## src/rtl/core/gdm_pkg.sv

```systemverilog
// Shared types, constants and a helper function of the greedy descriptor matcher.
package gdm_pkg;

	localparam int DESCR_LEN       = 8;
	localparam int MAX_TARGETS_DEF = 64;
	localparam int ELEM_BITS_DEF   = 16;

	localparam int ID_W    = 16;
	localparam int COUNT_W = 8;
	localparam int REQ_W   = 2;
	localparam int DIST_W  = 40;
	localparam int SQ_IN_W = 20;

	localparam logic [DIST_W-1:0] DIST_MAX = {DIST_W{1'b1}};

	// Request codes carried by req_type.
	localparam logic [REQ_W-1:0] REQ_CLEAR = 2'd0;
	localparam logic [REQ_W-1:0] REQ_LOAD  = 2'd1;
	localparam logic [REQ_W-1:0] REQ_QUERY = 2'd2;

	// Configuration register indexes.
	localparam int CFG_IDX_W = 1;
	localparam logic [CFG_IDX_W-1:0] REG_THRESH_SQ      = 1'd0;
	localparam logic [CFG_IDX_W-1:0] REG_MAX_COUNT_DIFF = 1'd1;

	localparam logic [COUNT_W-1:0] MAX_COUNT_DIFF_RST = 8'd3;

	// Leaf count of the merge tree, a power of two of at least two.
	localparam int MRG_LEVELS = (DESCR_LEN > 2) ? $clog2(DESCR_LEN) : 1;
	localparam int MRG_PAD    = 1 << MRG_LEVELS;

	typedef enum logic [1:0] {
		ST_IDLE,
		ST_SCAN,
		ST_DRAIN,
		ST_FINISH
	} gdm_state_t;

	// Sum of two distances, clipped at the largest representable distance.
	function automatic logic [DIST_W-1:0] sat_add(input logic [DIST_W-1:0] a,
	                                              input logic [DIST_W-1:0] b);
		logic [DIST_W:0] s;
		s = {1'b0, a} + {1'b0, b};
		return s[DIST_W] ? DIST_MAX : s[DIST_W-1:0];
	endfunction

endpackage

```

## src/rtl/core/gdm_merge.sv

```systemverilog
// Registered saturating adder tree that totals the lane squares.
module gdm_merge
	import gdm_pkg::*;
(
	input  logic                             clk,
	input  logic [DESCR_LEN-1:0][DIST_W-1:0] sq,
	output logic [DIST_W-1:0]                sum
);

	localparam int N_INT = MRG_PAD - 1;

	logic [DIST_W-1:0] leaf [MRG_PAD];
	logic [DIST_W-1:0] node [N_INT];

	// Heap layout: node i has children 2i+1 and 2i+2; indexes past the
	// internal nodes refer to leaves.
	genvar gi;
	generate
		for (gi = 0; gi < MRG_PAD; gi++) begin : g_leaf
			if (gi < DESCR_LEN) begin : g_used
				assign leaf[gi] = sq[gi];
			end else begin : g_pad
				assign leaf[gi] = '0;
			end
		end
		for (gi = 0; gi < N_INT; gi++) begin : g_node
			if (2 * gi + 1 >= N_INT) begin : g_bottom
				always_ff @(posedge clk) begin
					node[gi] <= sat_add(leaf[2 * gi + 1 - N_INT], leaf[2 * gi + 2 - N_INT]);
				end
			end else begin : g_inner
				always_ff @(posedge clk) begin
					node[gi] <= sat_add(node[2 * gi + 1], node[2 * gi + 2]);
				end
			end
		end
	endgenerate

	assign sum = node[0];

endmodule

```

## config.mk

```make
export PLATFORM = sky130hd
export DESIGN_NAME = gdm_merge
export DESIGN_NICKNAME = d
export VERILOG_FILES = /design/src/rtl/core/gdm_pkg.sv /design/src/rtl/core/gdm_merge.sv
export SDC_FILE = /design/constraint.sdc
export NUM_CORES = 1
export LEC_CHECK = 0
export CAP_MARGIN = 20
export CORE_MARGIN = 2
export CORE_UTILIZATION = 45
export DETAILED_ROUTE_END_ITERATION = 12
export DONT_BUFFER_PORTS = 1
export SYNTH_ARGS = -nofsm -noshare
export SYNTH_HDL_FRONTEND = slang
export SYNTH_SLANG_ARGS = --single-unit
```

## constraint.sdc

```tcl
create_clock -name clk -period 3.47 [get_ports clk]
set_input_delay 0.694 -clock clk [delete_from_list [all_inputs] [get_ports clk]]
set_output_delay 0.694 -clock clk [all_outputs]
set_load 0.01 [all_outputs]
```

# Yosys cells after proc, flatten, opt, wreduce, memory -nomap -nowiden
# Memories as Yosys holds them, arrays and structs flattened.
# Index checks and enable logic that the tools add are counted.
[word_totals]
reg_bits = 0
latch_bits = 0
ramBits = 280
mem_bits_ro = 0
inputBits = 321
output_inout_bits = 40
word_cells = 15
n_memories = 1
[classes]
addsub = 7
mul = 0
div_mod_pow = 0
n_lt_le_gt_ge = 0
n_eq_ne = 0
shifts = 0
muxes = 7
bitwise_logic = 0
n_reduce_logical = 0
[mem_list]
columns = ["name", "words", "width", "rd", "rd_ports_with_merged_regs", "write_ports", "line_no", "rtl"]
rows = [
  ["node", 7, 40, 7, 0, 7, "gdm_merge.sv:13", "logic [DIST_W-1:0] node [N_INT];"],
]
[ops]
columns = ["operator", "n"]
rows = [
  ["$add A40 B40 Y41", 7],
  ["$mux W40", 7],
]

# Logic depth before layout (Yosys ltp)
[logic_depth]
depth_word = 2
ltp_mapped = 14
ltp_nobuf = 12

# Worst setup path after synthesis
# No wires, ideal clock.
[synth_path]
path_type = "input-to-reg"
startpoint = "input port sq[0] in the netlist's numbering"
endpoint = "memory node[3][11]"
setup_time_ns = 0.116
arrival_time_ns = 3.340
t_required_ns = 3.354
slack_ns = 0.015
cell_stages = 14
path_buffers = 2
cell_sequence = "ha_1 -> fa_1 -> a211oi_1 -> o21ai_1 -> a41oi_1 -> o21ai_0 -> a31oi_1 -> o31ai_1 -> a21oi_2 -> o21ai_1 -> a21oi_2 -> buf_4 -> buf_4 -> nand2_1"
[synth_rtl]
columns = ["item", "line_no", "rtl"]
rows = [
  ["start: declaration", "gdm_merge.sv:6", "input logic [DESCR_LEN-1:0][DIST_W-1:0] sq,"],
  ["end: declaration", "gdm_merge.sv:13", ""],
]

==> results.toml <==
[timing]
fin_crit_ns = 3.32
fin_crit_sh_pct = 95.7
maxSlewHeadroom_pct = 54.9
post-route-worst-setup-slack_ns = 0.149
fin_worst_skew_ns = 0.0142
fmax_mhz = 301
hold_violations = 0
setup_viol = 0
drv_slew = 0
rsz0062_at_grt = "no"
tightest_slew_ns = 0.671

[clocking]
cts.sinks = 280
clockBufferDepth = 3
holdBufCountCts = 0
numCtsBuffers = 30
tritoncts = "yes"
cts_max_level = 1
clk_pin_slew_worst_paths_ns = 0.06
cts-root-buf = "clkbuf_16"
insertion_delay_ns = 0.58

[status]
outcome = "complete, no violations"

[pwr]
pwr-share-comb_pct = 55.3
powerDensity_mw_per_mm2 = 753
switching_share_pct = 43.1
p_leak_nw = 10.4
p_sw_w = 0.00775
p_seq_share_pct = 26.4
internal_power_w = 0.0102
ir_worst_vdd_uv = 640
clkPwrFrac_pct = 18.3

[route]
firstDrtPassIters = 5
route.detailed.drc = 0
routed_via_density = 5.77
antenna_left = 0
routed-via-count = 19247
route.detailed.wl_per_inst_um = 18.5
drt_iter0_drc = 1130
drt-total-wl_um = 61700

[synthesis]
synth-main-ff-cell = "dfxtp_1"
seq_area_frac_synth_pct = 26.5
synth_seq_cells = 280
synth_cell_types = 78
synthTopCellsByArea = "dfxtp_1 26%, ha_1 17%, nand2_1 6.9%"
synth.avg_cell_area_um2 = 8.13
yosys.area.top_type_share_pct = 26.5
synth_edf_count = 0
ys_warn_count = 0
syn-num-nets = 3211
syn_area_mm2 = 0.0212
synthCells = 2603
synthArstFlopShare_pct = 0
synth_top_area_cell = "dfxtp_1"

[finish]
fillCellCount = 4549
regArea_mm2 = 0.00561
top_register = "node"
multi_input_area_mm2 = 0.0151
drive_above_1_share_pct = 9.01
diodes = 0
reg_top3 = "node: 280 flops"
largest_reg_flops = 280
final_nets = 3316
finalNonFillerCells = 3338
area_delta_synth_final_pct = 12.7

[floorplanning]
start_util_pct = 45.6
core_area_mm2 = 0.0465
std_cell_rows = 79
die_w_um = 221
die_h_um = 221
die_area_mm2 = 0.0488
io_pins = 361

[critical_path]
crit_family = "compound AO/OA/AOI/OAI gates"
cp_cell_sequence = "ha_1, fa_1, a211o_1, nand2_1, a21oi_1, o211ai_1, buf_4, o31ai_2, a41oi_2, nand2_1, a211o_1, a21oi_4, buf_12, clkbuf_16, nand2_1"
required_ns = 3.93
path_depth = 15
worstSetupStartpointType = "flip-flop"
r2r_end = "node[2][33]"
crit_fanout = 20
cpPeakStageDelay_ns = 0.43
worst_r2r_startpoint = "node[6][0]"
cp_data_arrival_time_ns = 3.78
cp-end-kind = "flip-flop"
slowest_stage = "fa_1"
rr_worst_depth = 15
cpMostUsedCell = "nand2_1"
r2r_slack_ns = 0.15
path_class = "reg2reg"
crit_buf_inv = 3

[global_routing]
grt_overflow = 0
grt_pass1_vias = 18705
grt_antenna_before_repair = 0
grt_max_degree = 41
gr-usage-all-layers_pct = 24.1
grt_pass1_wl_um = 97600

[min_path]
whs_endpoint = "node[4][0]"
min_path_cells = 2
holdCritPathClass = "in2reg"
hold_start = "sq[120]"

[run]
max_cap_viol_count = 0

[place]
dp_slack_ns = -0.355
portBuffers = 0
place_inst = 3276
detailed_place_hpwl_um = 51900
place_congestion = 0.937
==> worst max-delay path by stage <==
stage                           from     endpoint
final                     node[6][0]  node[2][33]
after detailed placement       sq[0]   node[3][3]
after global routing      node[3][0]   node[1][2]
after CTS                 node[6][0]  node[2][27]
after global placement         sq[0]   node[3][3]
after floorplan                sq[0]  node[3][11]
==> stage by stage <==
stage               power (W)  instance area [um2]  TNS (ns)  hold WS (ns)  util (%)
finish                 0.0180                23900         0         0.365      51.4
global route           0.0194                23900         0         0.365      51.4
CTS                    0.0177                23700         0         0.338      51.1
detailed placement     0.0144                22700    -29.80         0.587      48.8
global placement       0.0143                22700    -21.85         0.596      48.8
floorplan              0.0117                21200         0         0.495         -
==> Yosys cell counts (8+ instances only) <==
master	count
nor3_1	48
nor2_1	134
o21a_1	46
nand2b_1	47
o21ai_0	163
a211oi_1	38
nand2_1	392
nor3b_1	8
xnor2_1	117
o211ai_1	26
a41oi_1	9
ha_1	280
nand3_1	51
dfxtp_1	280
buf_4	16
nand4_1	35
or3_1	16
a21o_1	124
a31oi_1	34
a211o_1	14
clkbuf_1	40
and3_1	26
inv_1	49
and2_1	19
o31ai_1	19
nor2b_1	28
o21bai_1	49
a21boi_0	9
a21oi_1	243
o21ai_1	8
xor2_1	102
or2_2	9
a31o_2	8
==> kinds of logic after synthesis <==
logic type	share of synthesized area [%]
AOI/OAI and AO/OA	26.4
xor gates and xnor gates	9.06
adders and majority gates	17.2
buffers and inverters	2.68
DFF	26.5
muxes	0.0945
and+or+nand+nor	18.1
==> worst register-to-register path: stages (launching register included) <==
cell and delay (ns):
dfxtp_1 0.30, ha_1 0.23, fa_1 0.43, a211o_1 0.34, nand2_1 0.09, a21oi_1 0.09, o211ai_1 0.17, buf_4 0.16
o31ai_2 0.11, a41oi_2 0.23, nand2_1 0.17, a211o_1 0.32, a21oi_4 0.20, buf_12 0.14, clkbuf_16 0.17, nand2_1 0.06
==> power groups by stage <==
stage	clock, W	combinational [W]	sequential [W]
global route	0.00350	0.0111	0.00480
detailed placement	0	0.00959	0.00480
floorplan	0	0.00726	0.00446
finish	0.00330	0.00994	0.00475
global placement	0	0.00952	0.00481
CTS	0.00336	0.00964	0.00474
==> per-layer routing <==
layer	global-route usage [%]	part of all wire, %
met2	37.3	42
met5	0	0
met4	5.48	2.1
met3	3.78	6.0
met1	35.0	49
==> cell usage in the layout (no fill, tap or decap), types with 9 or more instances in the layout <==
cell type  netlist  routed
a21o_1         124     124
a21boi_0         9       9
or3_1           16      16
nor3_1          48      48
nand3_1         51      51
nor2b_1         28      28
a211o_1         14      14
o211ai_1        26      26
xnor2_1        117     117
nand4_1         35      35
buf_4           16     132
nor2_1         134     134
a31oi_1         34      34
nand2_1        392     392
buf_12           0       9
a21oi_2          7      10
o21a_1          46      46
clkbuf_16        0      32
o31ai_1         19      19
and3_1          26      26
o21ai_0        163     163
ha_1           280     280
or2_2            9       9
xor2_1         102     102
a211oi_1        38      36
a41oi_1          9       9
nand2b_1        47      47
dfxtp_1        280     280
inv_1           49      49
and2_1          19      19
o21bai_1        49      49
a21oi_1        243     239
==> repair_timing <==
item	CTS	global route
cloned	0	2
setup buffers	0	5
pin swaps	0	8
gates resized for setup	1	6
setup endpoints to repair	3	113
==> layout make-up <==
type	count	share of cell area [%]
clock inverter	21	0.985
clock buffer	34	3.38
timing repair buffer	143	5.12
sequential	280	23.5
tap	607	3.18
multi-input combinational	2204	63.1
inverter	49	0.770
No activity file was read; power rests on OpenSTA's default activity.
