--- src/rtl/core/gdm_pkg.sv ---
// Shared types, constants and a helper function of the greedy descriptor matcher.
package gdm_pkg;

	localparam int DESCR_LEN       = 8;
	localparam int MAX_TARGETS_DEF = 64;
	localparam int ELEM_BITS_DEF   = 16;

	localparam int ID_W    = 16;
	localparam int COUNT_W = 8;
	localparam int REQ_W   = 2;
	localparam int DIST_W  = 40;
	localparam int SQ_IN_W = 20;

	localparam logic [DIST_W-1:0] DIST_MAX = {DIST_W{1'b1}};

	// Request codes carried by req_type.
	localparam logic [REQ_W-1:0] REQ_CLEAR = 2'd0;
	localparam logic [REQ_W-1:0] REQ_LOAD  = 2'd1;
	localparam logic [REQ_W-1:0] REQ_QUERY = 2'd2;

	// Configuration register indexes.
	localparam int CFG_IDX_W = 1;
	localparam logic [CFG_IDX_W-1:0] REG_THRESH_SQ      = 1'd0;
	localparam logic [CFG_IDX_W-1:0] REG_MAX_COUNT_DIFF = 1'd1;

	localparam logic [COUNT_W-1:0] MAX_COUNT_DIFF_RST = 8'd3;

	// Leaf count of the merge tree, a power of two of at least two.
	localparam int MRG_LEVELS = (DESCR_LEN > 2) ? $clog2(DESCR_LEN) : 1;
	localparam int MRG_PAD    = 1 << MRG_LEVELS;

	typedef enum logic [1:0] {
		ST_IDLE,
		ST_SCAN,
		ST_DRAIN,
		ST_FINISH
	} gdm_state_t;

	// Sum of two distances, clipped at the largest representable distance.
	function automatic logic [DIST_W-1:0] sat_add(input logic [DIST_W-1:0] a,
	                                              input logic [DIST_W-1:0] b);
		logic [DIST_W:0] s;
		s = {1'b0, a} + {1'b0, b};
		return s[DIST_W] ? DIST_MAX : s[DIST_W-1:0];
	endfunction

endpackage

--- src/rtl/core/gdm_lane.sv ---
// One descriptor lane: element difference and its clipped square.
module gdm_lane
	import gdm_pkg::*;
#(
	parameter int ELEM_BITS = ELEM_BITS_DEF
) (
	input  logic                        clk,
	input  logic signed [ELEM_BITS-1:0] a,
	input  logic signed [ELEM_BITS-1:0] b,
	output logic [DIST_W-1:0]           sq_s2
);

	localparam int MW = ELEM_BITS + 1;

	logic signed [MW-1:0] diff;
	logic [MW-1:0]        mag;
	logic [SQ_IN_W-1:0]   m20;
	logic                 big;

	assign diff = {a[ELEM_BITS-1], a} - {b[ELEM_BITS-1], b};
	assign mag  = diff[MW-1] ? (~diff + MW'(1)) : diff;

	// A magnitude of 2^20 or more squares past the distance range.
	generate
		if (MW > SQ_IN_W) begin : g_wide
			assign big = |mag[MW-1:SQ_IN_W];
			assign m20 = mag[SQ_IN_W-1:0];
		end else begin : g_narrow
			assign big = 1'b0;
			assign m20 = SQ_IN_W'(mag);
		end
	endgenerate

	always_ff @(posedge clk) begin
		sq_s2 <= big ? DIST_MAX : (DIST_W'(m20) * DIST_W'(m20));
	end

endmodule

--- config.mk ---
export PLATFORM = sky130hd
export DESIGN_NAME = gdm_lane
export DESIGN_NICKNAME = d
export VERILOG_FILES = /design/src/rtl/core/gdm_pkg.sv /design/src/rtl/core/gdm_lane.sv
export SDC_FILE = /design/constraint.sdc
export NUM_CORES = 1
export LEC_CHECK = 0
export BUFFER_PORTS_ARGS = -buffer_cell sky130_fd_sc_hd__buf_2
export CELL_PAD_IN_SITES_DETAIL_PLACEMENT = 1
export CELL_PAD_IN_SITES_GLOBAL_PLACEMENT = 1
export CORE_ASPECT_RATIO = 1.1
export CORE_MARGIN = 2
export CORE_UTILIZATION = 45
export CTS_BUF_LIST = sky130_fd_sc_hd__clkbuf_16
export CTS_CLUSTER_DIAMETER = 40
export DETAILED_ROUTE_END_ITERATION = 10
export GPL_TIMING_DRIVEN = 0
export PLACE_DENSITY_LB_ADDON = 0.1
export REMOVE_ABC_BUFFERS = 1
export SETUP_SLACK_MARGIN = 0.5
export SYNTH_ARGS = -nofsm -noshare
export SYNTH_HDL_FRONTEND = slang
export SYNTH_SLANG_ARGS = --single-unit
--- constraint.sdc ---
create_clock -name clk -period 11.3 [get_ports clk]
set_input_delay 1.695 -clock clk [delete_from_list [all_inputs] [get_ports clk]]
set_output_delay 1.695 -clock clk [all_outputs]
set_load 0.005 [all_outputs]
# Word level (Yosys, flattened, before mapping)
# Cells that the tools add are included.
# word_totals
mem_count	0
regBits	34
rom_bits	0
in_bits	33
out_inout_bits	40
latch_bits	0
mem_bits_rw	0
# classes
mux	1
add_sub_neg	2
n_reduce_logical	0
n_eq_ne	0
bitwise	1
div	0
n_mul	1
shift	0
n_lt_le_gt_ge	0
# op_table
op	n
multiplier 17 x 17 -> 34 bit	1
adder 17 x 2 -> 17 bit (second input constant)	1
two-way mux 17 bit	1
NOT 17 bit	1
subtractor 16 x 16 -> 17 bit	1

# Longest topological paths before layout
# Gate-level depths: netlist of the first run.
# depth
depth_word	5
depth_mapped	36
depth_no_buf	35

# Worst setup path after synthesis of the first run
# OpenSTA, ideal clock, no wires.
# synth_timing
path_kind	input port to flip-flop
startpoint	in a[0]
endpoint	reg sq_s2[32]
path_buffers	1
stages	32
slack_ns	1.344
t_arrival_ns	9.824
path_cell_list	inv_1 ha_1 fa_1 nor2b_1 o21ai_2 xnor2_1 or4b_4 a211oi_4 nand3_1 o31ai_1 xnor2_1 inv_2 buf_2 nand2_1 fa_1 fa_1 inv_1 fa_1 fa_1 fa_1 inv_1 fa_1 inv_1 ha_1 a211oi_1 or3b_2 o221ai_1 a21oi_1 nand2_1 o211ai_1 nand4_1 or3b_2
# synth_via
elab_chain_cells	5
# synth_lines
item	line	source
start, declared	gdm_lane.sv:8	input logic signed [ELEM_BITS-1:0] a,
subtractor 16 x 16 -> 17 bit *	gdm_lane.sv:20	assign diff = {a[ELEM_BITS-1], a} - {b[ELEM_BITS-1], b};
NOT 17 bit	gdm_lane.sv:21	assign mag = diff[MW-1] ? (~diff + MW'(1)) : diff;
adder 17 x 2 -> 17 bit	gdm_lane.sv:21	
two-way mux 17 bit *	gdm_lane.sv:21	
multiplier 17 x 17 -> 34 bit *	gdm_lane.sv:35	sq_s2 <= big ? DIST_MAX : (DIST_W'(m20) * DIST_W'(m20));
end signal, assigned	gdm_lane.sv:35	
end, declared	gdm_lane.sv:10	output logic [DIST_W-1:0] sq_s2
# Every way passes the cells marked *; elsewhere a longest branch is shown, timed or not.

# Worst setup path after layout of the first run
# Same ends and word-level chain as after synthesis.

==> results of run 1 <==
-- critical path, delay by kind of cell --
kind | cells | cell delay (ns)
AO/OA/AOI/OAI | 7 | 1.51
adder cells (fa/ha/maj) | 9 | 3.85
AND/OR/NAND/NOR | 9 | 2.69
XOR/XNOR | 1 | 0.20
buffers and inverters | 6 | 0.68
-- final timing paths --
| kind | endpoint | slack, ns | cells after the start |
|---|---|---|---|
| min | sq_s2[2]$_DFF_P_ | 2.25 | 5 |
| max | sq_s2[32]$_DFF_P_ | 0.84 | 32 |
-- kinds of logic (layout without fill, tap and decap cells) --
family / Yosys count / in the layout / synth area share
other cells: 2 / 19 / 0.0007411
buf+inv: 312 / 395 / 0.1204
mux: 3 / 3 / 0.003580
simple gates: 303 / 303 / 0.1380
compound gates: 146 / 146 / 0.09545
fa+ha+maj: 313 / 313 / 0.5302
flops: 33 / 33 / 0.06519
xor+xnor: 52 / 52 / 0.04643
-- cell type report --
type | count | area (um^2) | area share
clock buffer | 5 | 125.1 | 0.01079
clock inverter | 3 | 46.29 | 0.003993
inverter | 277 | 1065 | 0.09183
multi-input combinational | 836 | 8641 | 0.7452
sequential | 33 | 660.6 | 0.05698
tap | 295 | 369.1 | 0.03183
timing repair buffer | 110 | 688.2 | 0.05935
-- layer usage --
layer / routed length, um / track usage / up-vias
met1: 11110 / 0.2870 / 4089
li1: - / - / 3779
met5: 0 / 0 / -
met3: 646 / 0.02175 / 15
met2: 13860 / 0.4176 / 105
met4: 263 / 0.04240 / 0
-- timing repair --
action | CTS | global route
buffers inserted | 9 | 36
pin swaps | 2 | 9
resized for setup | 24 | 34
endpoints found under the setup margin | 16 | 11
hold buffers | 0 | 0
-- Yosys cell counts (all sizes together) (3+ instances only) --
| cell | number |
|---|---|
| inv | 272 |
| fa | 194 |
| ha | 119 |
| nand2 | 101 |
| nor2 | 100 |
| a21oi | 43 |
| xnor2 | 35 |
| dfxtp | 33 |
| o21ai | 32 |
| clkbuf | 19 |
| nor3 | 17 |
| xor2 | 17 |
| buf | 16 |
| nand3 | 16 |
| nor2b | 15 |
| nand2b | 14 |
| a21o | 11 |
| and3 | 9 |
| o211ai | 9 |
| o21a | 9 |
| or2 | 7 |
| a211oi | 6 |
| nor4 | 6 |
| o31ai | 6 |
| or3 | 6 |
| clkinv | 5 |
| a2111oi | 3 |
| a31oi | 3 |
| or3b | 3 |
-- stage by stage --
| stage | setup TNS [ns] | setup WS [ns] | util | hold WS [ns] | cell area, um^2 |
|---|---|---|---|---|---|
| after floorplan | 0 | 1.193 | - | 1.979 | 10020 |
| after global placement | -9.886 | -1.105 | 0.4845 | 2.070 | 10710 |
| after detailed placement | -10.34 | -1.185 | 0.4845 | 2.073 | 10710 |
| after CTS | 0 | 0.5124 | 0.5027 | 2.259 | 11110 |
| after global routing | 0 | 0.4671 | 0.5244 | 2.297 | 11590 |
| final | 0 | 0.8387 | 0.5244 | 2.251 | 11590 |
==> key figures, run 1 <==
Placement
  – Gpl congestion: 0.8187
  – Post-DP HPWL: 20.93 mm
  – Quantity of I/O buffers inserted on ports: 65
  – # placed instances: 1,506

Synthesis
  – Leading area contributor after synthesis: fa_1
  – Ys flop type: dfxtp_1
  – Synth top area share: 0.3833
  – Syn avg cell area: 8.706 um^2
  – Register bit total from synthesis: 33
  – Top cells by area, synth: fa_1, ha_1, inv_1
  – Warning count from the yosys run: 0
  – Seq/Total Area, Yosys: 0.06519
  – EDFF count, synth: 0
  – Post-synthesis cell type count: 69
  – Asr flop ratio synth: 0
  – Syn Std Cell Area: 10,130 um^2
  – Cells after synthesis: 1,164

Cells and area
  – Largest registers: sq_s2 x33
  – Top reg by flops: sq_s2
  – Commonest non-fill, non-tap cells in the layout: inv_1, fa_1, ha_1, nand2_1, nor2_1
  – Commonest non-fill, non-tap cell in the layout: inv_1
  – Inserted Diodes: 0
  – Filler cells: 2,656
  – Final std cells w/o fill: 1,559
  – Share of layout cells above drive strength 1: 0.1432
  – Max reg flops: 33
  – Nets: 1,609
  – Area growth, synth to finish: 14.42%

Floorplanning
  – Core Rows: 57
  – Die Span X: 147.1 um
  – Initial Utilization: 0.4583
  – I/O Pins: 73
  – Die height: 161.4 um
  – Core ar.: 22,110 um^2
  – Die area: 23,740 um^2

Global routing
  – Initial antenna violation count: 0
  – Gr usage total: 0.2251
  – Grt ovf: 0
  – Largest net degree at the start of global routing: 20
  – First-pass GRT wire length: 42.72 mm
  – Vias in the first global route: 8,678

Min path
  – Worst min-delay path class: in2reg
  – Hold_sp: b[1]

Critical path
  – Critical Path Source: a[0]
  – Critical path's slowest cell: fa_1
  – Worst setup EP type: flop
  – Crit Path Class: in2reg
  – Worst path max stage delay: 0.64 ns
  – Critical Path Most Common Cell: fa_1
  – Crit path launch type: input pin
  – Critical Path RT: 11.48 ns
  – Worst Path Arrival: 10.64 ns
  – Critical path fanouts, max: 15

Job
  – Max-Cap Viols: 0

Clocking
  – CTS max path bufs: 2
  – Reg clk slew, reported paths: 0.07 ns
  – H-tree levels: 2
  – CTS root buf: clkbuf_16
  – # clock sinks: 33
  – Number of CTS-inserted buffers: 5
  – CTS tree: built

Detailed routing
  – DR vias: 7,988
  – Drt first pass iters: 4
  – Drt wl/cell: 16.60 um
  – Detailed Route WL: 25.88 mm
  – DRC Markers: 0
  – Antenna Nets Post-Route: 0
  – Avg Vias per Cell: 5.124
  – First DRT Iteration DRCs: 207

Run status
  – Status: finished, final reports clean

Timing
  – RSZ-0062 raised after global routing: false
  – Max-slew headroom at the worst pin: 0.5846
  – Fin crit share: 0.9258
  – Worst Tran Pin Value: 0.6165 ns
  – Final Max Tran Viols: 0
  – Final Setup Violations: 0
  – Final Hold Viols: 0
  – Crit path time final: 10.46 ns
  – Max Clk Rate: 95.59 MHz
Power of run 1 is not shown: default switching activity piles up to over one toggle a cycle in this logic, so the estimate is an artifact.
==> run 2, diff against run 1 <==
BUFFER_PORTS_ARGS = -buffer_cell sky130_fd_sc_hd__buf_4   (was -buffer_cell sky130_fd_sc_hd__buf_2)
==> run 2 against run 1 <==
Via count about the same. Final cell count about the same. Utilization up 0.68 points. Critical endpoint unchanged.
==> key figures, run 2 (synthesis results as in run 1) <==
Global routing
  – Gr usage total: 0.2222 (was 0.2251)
  – Grt ovf: 0 (unchanged)
  – Vias in the first global route: 8,606 (was 8,678)
  – First-pass GRT wire length: 42.22 mm (was 42.72 mm)
  – Largest net degree at the start of global routing: 20 (unchanged)
  – Initial antenna violation count: 0 (unchanged)

Critical path
  – Critical path's slowest cell: or4b_4 (was fa_1)
  – Critical path fanouts, max: 8 (was 15)
  – Worst path max stage delay: 0.62 ns (was 0.64 ns)
  – Worst path bufs/invs: 7 (was 6)
  – Critical Path Most Common Cell: fa_1 (unchanged)
  – Critical Path RT: 11.48 ns (about the same)
  – Crit Path Class: in2reg (unchanged)
  – CP top delay family: adder cells (unchanged)
  – Worst setup EP type: flop (unchanged)
  – Worst Path Arrival: 10.70 ns (was 10.64 ns)
  – Crit path launch type: input pin (unchanged)

Cells and area
  – Area growth, synth to finish: 15.92% (was 14.42%)
  – Inserted Diodes: 0 (unchanged)
  – Nets: 1,610 (was 1,609)
  – Commonest non-fill, non-tap cell in the layout: inv_1 (unchanged)
  – Commonest non-fill, non-tap cells in the layout: inv_1, fa_1, ha_1, buf_4, nand2_1 (was inv_1, fa_1, ha_1, nand2_1, nor2_1)
  – Largest registers: sq_s2 x33 (unchanged)
  – Top reg by flops: sq_s2 (unchanged)
  – Share of layout cells above drive strength 1: 0.1407 (was 0.1432)
  – Max reg flops: 33 (unchanged)

Timing
  – Max-slew headroom at the worst pin: 0.4761 (was 0.5846)
  – Worst Tran Pin Value: 0.7793 ns (was 0.6165 ns)
  – RSZ-0062 raised after global routing: true (was false)
  – Crit path time final: 10.52 ns (was 10.46 ns)
  – Final Hold Viols: 0 (unchanged)
  – WHS: 2.229 ns (was 2.251 ns)
  – Fin crit share: 0.9311 (was 0.9258)
  – Final Setup Violations: 0 (unchanged)
  – Max Clk Rate: 95.05 MHz (was 95.59 MHz)
  – Final Max Tran Viols: 0 (unchanged)

Clocking
  – Hold_buf cts: 0 (unchanged)
  – CTS tree: built (unchanged)
  – CTS max path bufs: 2 (unchanged)
  – # clock sinks: 33 (unchanged)
  – Number of CTS-inserted buffers: 5 (unchanged)
  – H-tree levels: 2 (unchanged)
  – Reg clk slew, reported paths: 0.07 ns (about the same)
  – CTS root buf: clkbuf_16 (unchanged)

Floorplanning
  – Core ar.: 22,110 um^2 (unchanged)
  – Die height: 161.4 um (unchanged)
  – Initial Utilization: 0.4583 (unchanged)
  – Die Span X: 147.1 um (unchanged)
  – Die area: 23,740 um^2 (unchanged)
  – I/O Pins: 73 (unchanged)
  – Core Rows: 57 (unchanged)

Placement
  – Post-DP HPWL: 20.78 mm (was 20.93 mm)
  – Quantity of I/O buffers inserted on ports: 65 (unchanged)
  – Gpl congestion: 0.8129 (was 0.8187)

Detailed routing
  – DRC Markers: 0 (unchanged)
  – Drt wl/cell: 16.48 um (was 16.60 um)
  – Antenna Nets Post-Route: 0 (unchanged)
  – DR vias: 7,984 (was 7,988)
  – First DRT Iteration DRCs: 288 (was 207)
  – Drt first pass iters: 4 (unchanged)
  – Avg Vias per Cell: 5.118 (was 5.124)
  – Detailed Route WL: 25.70 mm (was 25.88 mm)

Min path
  – Worst min-delay path class: in2reg (unchanged)

Job
  – Max-Cap Viols: 0 (unchanged)

Run status
  – Status: finished, final reports clean (unchanged)
==> run 2: cell type report <==
class / instances / area (um^2)
Multi-Input combinational cell: 836 / 8622
Clock inverter: 3 / 46.29
Inverter: 277 / 1065
Clock buffer: 5 / 125.1
Sequential cell: 33 / 660.6
Tap cell: 295 / 369.1
Fill cell: 2646 / 10360
Timing Repair Buffer: 111 / 858.3
==> run 2: final timing paths <==
path	start	endpoint	slack (ns)	cells past startpoint
worst min-delay path	b[1]	sq_s2[2]$_DFF_P_	2.23	5
worst max-delay path	a[0]	sq_s2[32]$_DFF_P_	0.78	33
==> run 2: worst min-delay path: cells and delay by family <==
family,cells,cell delay (ns)
adder cells (fa/ha/maj),2,0.44
AO/OA/AOI/OAI,1,0.16
buffers and inverters,1,0.10
AND/OR/NAND/NOR,1,0.10
==> run 2: per-layer routing <==
metal | up-vias | global-route usage | part of all wire
li1 | 3779 | - | -
met1 | 4047 | 0.2768 | 0.42
met2 | 121 | 0.4119 | 0.53
met3 | 37 | 0.02768 | 0.024
met4 | 0 | 0.04851 | 0.023
met5 | - | 0 | 0
==> run 2: repair_timing <==
item,in CTS,in global routing
buffers inserted,10,36
pin swaps,2,10
setup endpoints to repair,16,10
hold endpoints to repair,0,0
gates resized for setup,27,27
==> run 2: through the flow <==
| step | area (um^2) | worst slack, ns | utilization | cells | TNS, ns |
|---|---|---|---|---|---|
| detailed placement | 10870 | -1.234 | 0.4919 | 1506 | -10.75 |
| global route | 11750 | 0.3669 | 0.5313 | 1560 | 0 |
| CTS | 11300 | 0.5297 | 0.5110 | 1524 | 0 |
| floorplan | 10020 | 1.193 | - | 1146 | 0 |
| finish | 11750 | 0.7791 | 0.5313 | 1560 | 0 |
| global placement | 10870 | -1.096 | 0.4919 | 1506 | -9.754 |
Power of run 2 is left out for the same reason.
==> run 3, diff against run 2 <==
ABC_AREA = 1   (was unset)
GPL_TIMING_DRIVEN = unset   (was 0)
==> run 3 against run 2 <==
Count of clock-buffer cells in the layout is the same. Non-clock buffer count shrank 43. Final cell count grew 10%. Global-route usage grew 1.8 points. Worst hold slack lost 0.015 ns. Area after synthesis grew 5.3%. Die area grew 5.2%. Via count grew 6.4%. Maximum frequency grew 7.1%. Final area shrank 1.0%. Setup slack gained 0.70 ns.
==> key figures, run 3 <==
Critical path
  – Crit path launch type: input pin (unchanged)
  – Worst setup EP type: flop (unchanged)
  – Critical path's slowest cell: fa_1 (was or4b_4)
  – Critical Path Most Common Cell: inv_1 (was fa_1)
  – Critical path fanouts, max: 11 (was 8)
  – Worst Path Arrival: 10.00 ns (was 10.70 ns)
  – Critical Path RT: 11.48 ns (about the same)
  – Crit Path Class: in2reg (unchanged)
  – Worst path max stage delay: 0.59 ns (was 0.62 ns)

Job
  – Max-Cap Viols: 0 (unchanged)

Detailed routing
  – Drt wl/cell: 15.96 um (was 16.48 um)
  – Detailed Route WL: 27.48 mm (was 25.70 mm)
  – DRC Markers: 0 (unchanged)
  – DR vias: 8,494 (was 7,984)
  – Avg Vias per Cell: 4.936 (was 5.118)
  – First DRT Iteration DRCs: 241 (was 288)
  – Drt first pass iters: 5 (was 4)
  – Antenna Nets Post-Route: 0 (unchanged)

Floorplanning
  – Core ar.: 23,480 um^2 (was 22,110 um^2)
  – Die height: 165.5 um (was 161.4 um)
  – Core Rows: 59 (was 57)
  – I/O Pins: 73 (unchanged)
  – Die Span X: 150.8 um (was 147.1 um)
  – Initial Utilization: 0.4547 (was 0.4583)
  – Die area: 24,970 um^2 (was 23,740 um^2)

Cells and area
  – Area growth, synth to finish: 8.909% (was 15.92%)
  – Commonest non-fill, non-tap cell in the layout: inv_1 (unchanged)
  – Nets: 1,761 (was 1,610)
  – Largest registers: sq_s2 x33 (unchanged)
  – Commonest non-fill, non-tap cells in the layout: inv_1, nand2_1, fa_1, ha_1, nor2_1 (was inv_1, fa_1, ha_1, buf_4, nand2_1)
  – Fin area: 11,620 um^2 (was 11,750 um^2)
  – Share of layout cells above drive strength 1: 0.1158 (was 0.1407)
  – Top reg by flops: sq_s2 (unchanged)
  – Inserted Diodes: 0 (unchanged)
  – Max reg flops: 33 (unchanged)

Clocking
  – Number of CTS-inserted buffers: 5 (unchanged)
  – Post_cts resized: 0 (was 27)
  – # clock sinks: 33 (unchanged)
  – Reg clk slew, reported paths: 0.06 ns (was 0.07 ns)
  – H-tree levels: 2 (unchanged)
  – Post-CTS Setup Bufs: 0 (was 10)
  – CTS max path bufs: 2 (unchanged)
  – Hold_buf cts: 0 (unchanged)
  – CTS tree: built (unchanged)
  – CTS root buf: clkbuf_16 (unchanged)

Global routing
  – Largest net degree at the start of global routing: 18 (was 20)
  – First-pass GRT wire length: 46.60 mm (was 42.22 mm)
  – Grt ovf: 0 (unchanged)
  – Gr usage total: 0.2406 (was 0.2222)
  – Vias in the first global route: 9,643 (was 8,606)
  – Initial antenna violation count: 0 (unchanged)

Timing
  – Max-slew headroom at the worst pin: 0.5728 (was 0.4761)
  – WHS: 2.214 ns (was 2.229 ns)
  – Final Hold Viols: 0 (unchanged)
  – Max Clk Rate: 101.8 MHz (was 95.05 MHz)
  – Crit path time final: 9.821 ns (was 10.52 ns)
  – Final Setup Violations: 0 (unchanged)
  – RSZ-0062 raised after global routing: false (was true)
  – Worst Tran Pin Value: 0.6402 ns (was 0.7793 ns)
  – Fin crit share: 0.8691 (was 0.9311)
  – Fin Setup TNS: 0 ns (unchanged)
  – Final Max Tran Viols: 0 (unchanged)

Placement
  – Gpl congestion: 0.8207 (was 0.8129)
  – Quantity of I/O buffers inserted on ports: 65 (unchanged)
  – Area after DPL: 11,460 um^2 (was 10,870 um^2)
  – Post-DP HPWL: 24.65 mm (was 20.78 mm)

Min path
  – Worst min-delay path class: in2reg (unchanged)

Synthesis
  – Asr flop ratio synth: 0 (unchanged)
  – EDFF count, synth: 0 (unchanged)
  – Warning count from the yosys run: 0 (unchanged)
  – Leading area contributor after synthesis: fa_1 (unchanged)
  – Seq/Total Area, Yosys: 0.06189 (was 0.06519)
  – Cells after synthesis: 1,345 (was 1,164)
  – Synth top area share: 0.3638 (was 0.3833)
  – Syn Std Cell Area: 10,670 um^2 (was 10,130 um^2)
  – Top-count cell post-synth: inv_1 (unchanged)
  – Top cells by area, synth: fa_1, ha_1, inv_1 (unchanged)
  – Register bit total from synthesis: 33 (unchanged)
  – Synth cell count leaders: inv_1, nand2_1, fa_1 (was inv_1, fa_1, ha_1)
  – Post-synthesis cell type count: 46 (was 69)
  – Ys flop type: dfxtp_1 (unchanged)
  – Syn avg cell area: 7.936 um^2 (was 8.706 um^2)

Run status
  – Status: finished, final reports clean (unchanged)
## run 3: cell count changes after synthesis, moves of 14 or more
cell / previous run / this run
xnor2_1: 35 / 10
nor2_2: 0 / 14
nand2b_1: 14 / 0
inv_2: 2 / 17
inv_1: 270 / 365
nand2_2: 0 / 22
nand2_1: 101 / 240
nand3_1: 15 / 40
nor2b_1: 15 / 0
clkbuf_1: 19 / 4
## run 3: kinds of logic after synthesis
family,after synthesis,share of synthesized area
AOI/OAI and AO/OA,86,0.04583
xor gates and xnor gates,36,0.03341
adders and majority gates,313,0.5033
buffers and inverters,410,0.1536
DFF,33,0.06189
other,2,0.0007036
and+or+nand+nor,465,0.2013
## run 3: final timing paths
kind / start / to / slack (ns) / depth (start not counted)
worst max-delay path: a[0] / sq_s2[27]$_DFF_P_ / 1.48 / 39
worst min-delay path: b[0] / sq_s2[0]$_DFF_P_ / 2.21 / 4
## run 3: per-layer routing
| metal | routed length (um) | share of wire | GRT usage |
|---|---|---|---|
| met1 | 10900 | 0.40 | 0.2782 |
| met2 | 14960 | 0.54 | 0.4653 |
| met3 | 614 | 0.022 | 0.02033 |
| met4 | 996 | 0.036 | 0.07732 |
| met5 | 0 | 0 | 0 |
## run 3: worst max-delay path, delay by kind of cell
| family | cells | cell delay, ns |
|---|---|---|
| adder cells (fa/ha/maj) | 9 | 4.07 |
| buffers and inverters | 11 | 1.02 |
| XOR/XNOR | 1 | 0.27 |
| AND/OR/NAND/NOR | 15 | 1.75 |
| AO/OA/AOI/OAI | 3 | 1.20 |
## run 3: through the flow
| step | setup WS [ns] | cells | utilization |
|---|---|---|---|
| 6_report | 1.479 | 1721 | 0.4952 |
| 5_1_grt | 0.8121 | 1721 | 0.4952 |
| 4_1_cts | 1.486 | 1721 | 0.4952 |
| 3_5_place_dp | 1.304 | 1713 | 0.4883 |
| 3_3_place_gp | 1.651 | 1713 | 0.4883 |
| 2_1_floorplan | 2.349 | 1340 | - |
## run 3: cell type report
type	instances	area, um^2
Timing Repair Buffer	68	510.5
Inverter	388	1471
Clock inverter	3	37.54
Sequential cell	33	660.6
Multi-Input combinational cell	919	8438
Tap cell	305	381.6
Fill cell	2920	11850
Clock buffer	5	125.1
Power of run 3 is left out for the same reason.
